## config.mk

```make
export PLATFORM = sky130hd
export DESIGN_NAME = vsu_ctrl
export DESIGN_NICKNAME = d
export VERILOG_FILES = /design/src/vsu_pkg.sv /design/src/vsu_ctrl.sv
export SDC_FILE = /design/constraint.sdc
export NUM_CORES = 1
export LEC_CHECK = 0
export BUFFER_PORTS_ARGS = -buffer_cell sky130_fd_sc_hd__buf_2
export CAP_MARGIN = 25
export CORE_MARGIN = 2
export CORE_UTILIZATION = 25
export CTS_CLUSTER_SIZE = 28
export DETAILED_ROUTE_END_ITERATION = 16
export GPL_TIMING_DRIVEN = 0
export PLACE_DENSITY = 0.48
export SYNTH_ARGS = -nofsm -noshare
export SYNTH_HDL_FRONTEND = slang
export SYNTH_SLANG_ARGS = --single-unit
export TNS_END_PERCENT = 100
```

## constraint.sdc

```tcl
create_clock -name clk_i -period 4.14 [get_ports clk_i]
set_input_delay 0.207 -clock clk_i [delete_from_list [all_inputs] [get_ports clk_i]]
set_output_delay 0.207 -clock clk_i [all_outputs]
set_load 0.02 [all_outputs]
```

## src/vsu_pkg.sv

```systemverilog
// Package with payload types and constants of the vector similarity unit.
package vsu_pkg;

  localparam int unsigned SumW = 48;
  localparam int unsigned ProdW = 96;
  localparam int unsigned RootW = 48;
  localparam int unsigned FracShift = 30;
  localparam int unsigned ElemBits = 16;

  localparam logic [1:0] MetricCos = 2'd0;
  localparam logic [1:0] MetricL2 = 2'd1;
  localparam logic [1:0] MetricDot = 2'd2;

  localparam logic [47:0] SumMax = 48'h7FFF_FFFF_FFFF;
  localparam logic [47:0] SumMin = 48'h8000_0000_0000;

  typedef struct packed {
    logic signed [ElemBits-1:0] elem_a;
    logic signed [ElemBits-1:0] elem_b;
    logic last;
  } in_item_t;

  typedef struct packed {
    logic signed [47:0] score;
    logic zero_norm;
    logic saturated;
  } out_item_t;

  // Commands from the controller to the datapath.
  typedef struct packed {
    logic acc_en;
    logic acc_clear;
    logic mul_start;
    logic mul_step;
    logic root_start;
    logic root_step;
    logic div_start;
    logic div_step;
    logic load_result;
  } dp_cmd_t;

  // Status from the datapath to the controller.
  typedef struct packed {
    logic zero_norm;
    logic mag_ge_root;
    logic mul_done;
  } dp_stat_t;

endpackage

```

## src/vsu_ctrl.sv

```systemverilog
// Controller state machine sequencing accumulate, norm product, root and divide.
`default_nettype none
module vsu_ctrl (
  input  wire logic              clk_i,
  input  wire logic              rst_ni,
  input  wire logic              in_valid_i,
  output logic                   in_ready_o,
  input  wire logic              last_i,
  input  wire logic [1:0]        metric_i,
  output logic                   out_valid_o,
  input  wire logic              out_ready_i,
  output vsu_pkg::dp_cmd_t       cmd_o,
  input  wire vsu_pkg::dp_stat_t stat_i
);

  localparam logic [2:0] StAcc  = 3'd0;
  localparam logic [2:0] StMul  = 3'd1;
  localparam logic [2:0] StRoot = 3'd2;
  localparam logic [2:0] StDiv  = 3'd3;
  localparam logic [2:0] StLoad = 3'd4;
  localparam logic [2:0] StOut  = 3'd5;

  logic [2:0] state_q, state_d;
  logic [6:0] cnt_q, cnt_d;
  logic       ovld_q, ovld_d;
  logic       take;

  assign in_ready_o  = (state_q == StAcc) && !ovld_q;
  assign out_valid_o = ovld_q;
  assign take        = in_valid_i && in_ready_o;

  always_comb begin
    state_d = state_q;
    cnt_d   = cnt_q;
    ovld_d  = ovld_q && !out_ready_i;
    cmd_o   = '0;
    unique case (state_q)
      StAcc: begin
        cmd_o.acc_en = take;
        if (take && last_i) begin
          state_d = StMul;
          cmd_o.mul_start = 1'b1;
        end
      end
      StMul: begin
        if (metric_i != vsu_pkg::MetricCos || stat_i.zero_norm) begin
          state_d = StLoad;
        end else if (stat_i.mul_done) begin
          state_d = StRoot;
          cmd_o.root_start = 1'b1;
          cnt_d = 7'd0;
        end else begin
          cmd_o.mul_step = 1'b1;
        end
      end
      StRoot: begin
        cmd_o.root_step = 1'b1;
        cnt_d = cnt_q + 7'd1;
        if (cnt_q == 7'd47) begin
          state_d = StDiv;
          cnt_d = 7'd0;
        end
      end
      StDiv: begin
        if (cnt_q == 7'd0) begin
          cmd_o.div_start = 1'b1;
          cnt_d = 7'd1;
        end else begin
          cmd_o.div_step = 1'b1;
          cnt_d = cnt_q + 7'd1;
          if (cnt_q == 7'd78 || stat_i.mag_ge_root) state_d = StLoad;
        end
      end
      StLoad: begin
        cmd_o.load_result = 1'b1;
        state_d = StOut;
      end
      StOut: begin
        ovld_d = 1'b1;
        cmd_o.acc_clear = 1'b1;
        state_d = StAcc;
      end
      default: state_d = StAcc;
    endcase
  end

  always_ff @(posedge clk_i or negedge rst_ni) begin
    if (!rst_ni) begin
      state_q <= StAcc;
      cnt_q   <= '0;
      ovld_q  <= 1'b0;
    end else begin
      state_q <= state_d;
      cnt_q   <= cnt_d;
      ovld_q  <= ovld_d;
    end
  end

endmodule
`default_nettype wire

```

==> run_results.csv <==
group,metric,value,unit
setup_path,critPathLaunch,"cnt_q[0]",
timing,max_freq,425.0,MHz
routing,vias,739,
hold_path,hold-path-cell-count,3,
global_route,first_global_vias,685,
logic_synthesis,synth_edf_count,0,
setup_path,reg2reg_depth,6,
floorplanning,io_pins,21,
hold_path,hold_path.class,"in2reg",
setup_path,rrSetupSlack,1990,ps
timing,setup_viol,0,
setup_path,cp.arrival,2150,ps
timing,maxSlewHeadroom,0.4989,
floorplanning,fp-row-count,20,
floorplanning,die_area,3629,um^2
setup_path,worstSetupStartpointType,"register",
routing,via_per_inst,4.707,
logic_synthesis,synth_cell_types,34,
setup_path,worstSetupPathType,"reg2out",
timing,slew_violations,0,
logic_synthesis,synth_flop_cell,"dfrtp_1",
routing,wl_per_cell,12.18,um
timing,min_period,2353,ps
setup_path,slowest_stage,"dfrtp_1",
logic_synthesis,yosysMostFrequentCell,"nor2_1",
clock_network,clk_pin_slew_worst_paths,80,ps
clock_network,insertion_delay,280,ps
run,max_cap_violations,0,
clock_network,cts-root-buf,"clkbuf_4",
pwr,leakagePower,0.0004738,uW
hold_path,hold_start,"out_ready_i",
logic_synthesis,synth_cells,88,
finish,final_layout_size_suffix_gt1_frac,0.2389,
timing,fin_skew,4.264,ps
place,gp_congestion,0.7734,
setup_path,cp_data_required_time,3930,ps
routing,drt-initial-drc-count,26,
global_route,overflow,0,
finish,final_nets,127,
logic_synthesis,synth_area_leaders,"dfrtp_1 (35%), nor2_1 (5.7%), ha_1 (4.7%)",
setup_path,crit_fanout,7,
setup_path,crit_path_end_kind,"output pin",
logic_synthesis,syn_nets,101,
timing,worst_slack,1787,ps
clock_network,clockBufferDepth,2,
clock_network,cts_tree,"yes",
finish,utilization,0.3244,
clock_network,cts.sinks,11,
outcome,status,"finished clean",
logic_synthesis,synth_common_cells,"nor2_1 (12), dfrtp_1 (11), inv_1 (6), nand2_1 (6)",
timing,timing_hold_violations_final,0,
global_route,grt_max_degree,12,
logic_synthesis,synth.largest_area_cell,"dfrtp_1",
setup_path,critPathMaxStageDelay,460,ps
clock_network,numCtsBuffers,3,
logic_synthesis,yosysSeqAreaShare,0.3481,
setup_path,path_cells,"inv_1 > ha_1 > or4b_4 > or3_1 > nor2b_1 > buf_2",
floorplanning,initial_core_util,0.2612,
logic_synthesis,yosys_register_bits,11,
global_route,grt_antenna_before_repair,0,
floorplanning,core_area,3028,um^2
timing,tns,0,ps
clock_network,htreeDepth,1,
logic_synthesis,synth_area,790.8,um^2
routing,dr.pass1.iters,4,
pwr,ir_drop,0.2322,mV
routing,ant_nets,0,
floorplanning,die_w,60.24,um
global_route,grt_pass1_wl,3.180,mm
logic_synthesis,ys_warn_count,0,
floorplanning,die_h,60.24,um
global_route,grt_use_total,0.1211,
logic_synthesis,netlist.area_leader.share,0.3481,
timing,worstMarginPinSlew,748.2,ps
finish,syn2layout_area_growth,24.21,%
place,port_buffers,20,
logic_synthesis,syn_area_per_cell,8.986,um^2
place,hpwlAfterDp,1.405,mm
pwr,powerDensity,529.2,nW/um^2
routing,route.detailed.drc,0,
hold_path,min_to,"out_valid_o",
timing,finalCritPeriodShare,0.5683,
finish,n_antenna_cell,0,
routing,wl,1.913,mm
setup_path,timing.rr.start,"cnt_q[0]",
timing,rsz0062_at_grt,"false",
setup_path,r2r-end,"cnt_q[5]",
logic_synthesis,synth-async-reset-ratio,1.000,
place,dpl_worst_slack,2012,ps
logic make-up after synthesis:
| kind of cell | count (synthesis) | share of synthesized area |
|---|---|---|
| mux | 2 | 0.02532 |
| buf+inv | 9 | 0.05222 |
| flops | 11 | 0.3481 |
| simple gates | 42 | 0.2864 |
| fa+ha+maj | 3 | 0.04747 |
| compound gates | 21 | 0.2405 |
final cells by class:
| cell class | instances | area [um^2] |
|---|---|---|
| Tap cell | 44 | 55.05 |
| Buffer | 3 | 18.77 |
| Sequential cell | 11 | 275.3 |
| Multi-Input combinational cell | 68 | 474.2 |
| Fill cell | 325 | 2046 |
| Clock buffer | 4 | 26.28 |
| Timing Repair Buffer | 21 | 110.1 |
| Inverter | 6 | 22.52 |
what timing repair did:
item | 4_1_cts | 5_1_grt
resized for setup | 0 | 0
setup buffers | 0 | 0
hold endpoints to repair | 11 | 0
hold buffers | 1 | 0
worst max-delay path by stage:
stage | end | slack (ps) | cells past startpoint
after floorplan | cnt_q[5] | 2130 | 6
after global placement | cnt_q[5] | 2010 | 6
after detailed placement | cnt_q[3] | 2010 | 6
after CTS | cmd_o[1] | 1770 | 6
after global routing | cmd_o[1] | 1700 | 6
final | cmd_o[1] | 1790 | 6
sequential cells by signal (all words and copies together), names as in the netlist:
register	count
out_valid_o	1
cnt_q	7
state_q	3
routing by layer:
layer	share of wire	vias up	global-route usage	routed length [um]
met5	0	-	0	0
met4	0.022	0	0.07619	43
met3	0.049	4	0.02597	94
met2	0.46	20	0.1863	882
met1	0.47	338	0.1522	893
li1	-	377	-	-
where the power goes:
part	total, uW	internal (uW)	switching (uW)	leakage [uW]
Clock	79.0	37.4	41.6	0.0000150
Combinational	246	107	139	0.000314
Sequential	194	143	51.5	0.000144
Total	520	288	232	0.000474
metrics by stage:
step	total power (uW)	hold WS [ps]	cell area, um^2	instances
after floorplan	372.3	-88.59	790.8	88
after global placement	446.5	114.1	945.9	152
after detailed placement	444.2	102.4	945.9	152
after CTS	524.9	202.2	982.2	157
after global routing	567.3	210.0	982.2	157
final	519.8	199.7	982.2	157
placed cells by master (no fill, tap or decap), types with 2 or more instances in the layout:
cell / instances
nand4_1: 2
o2111a_1: 2
nand2_1: 6
a22o_1: 2
a21o_1: 3
mux2i_1: 2
clkbuf_1: 3
nand3_1: 4
nor2b_1: 2
ha_1: 3
a221o_1: 2
nor4_1: 2
buf_2: 20
and2_1: 2
inv_1: 6
dfrtp_1: 11
or3_1: 2
a21oi_1: 3
nor3b_1: 4
nor2_1: 12
clkbuf_4: 3
nand2b_1: 2
critical path: cells and delay by family, from the launching register on:
| family | cells | cell delay (ps) |
|---|---|---|
| adder cells (fa/ha/maj) | 1 | 130 |
| buffers and inverters | 2 | 260 |
| flip-flops | 1 | 460 |
| AND/OR/NAND/NOR | 3 | 1020 |
(Power assumes the default switching activity.)
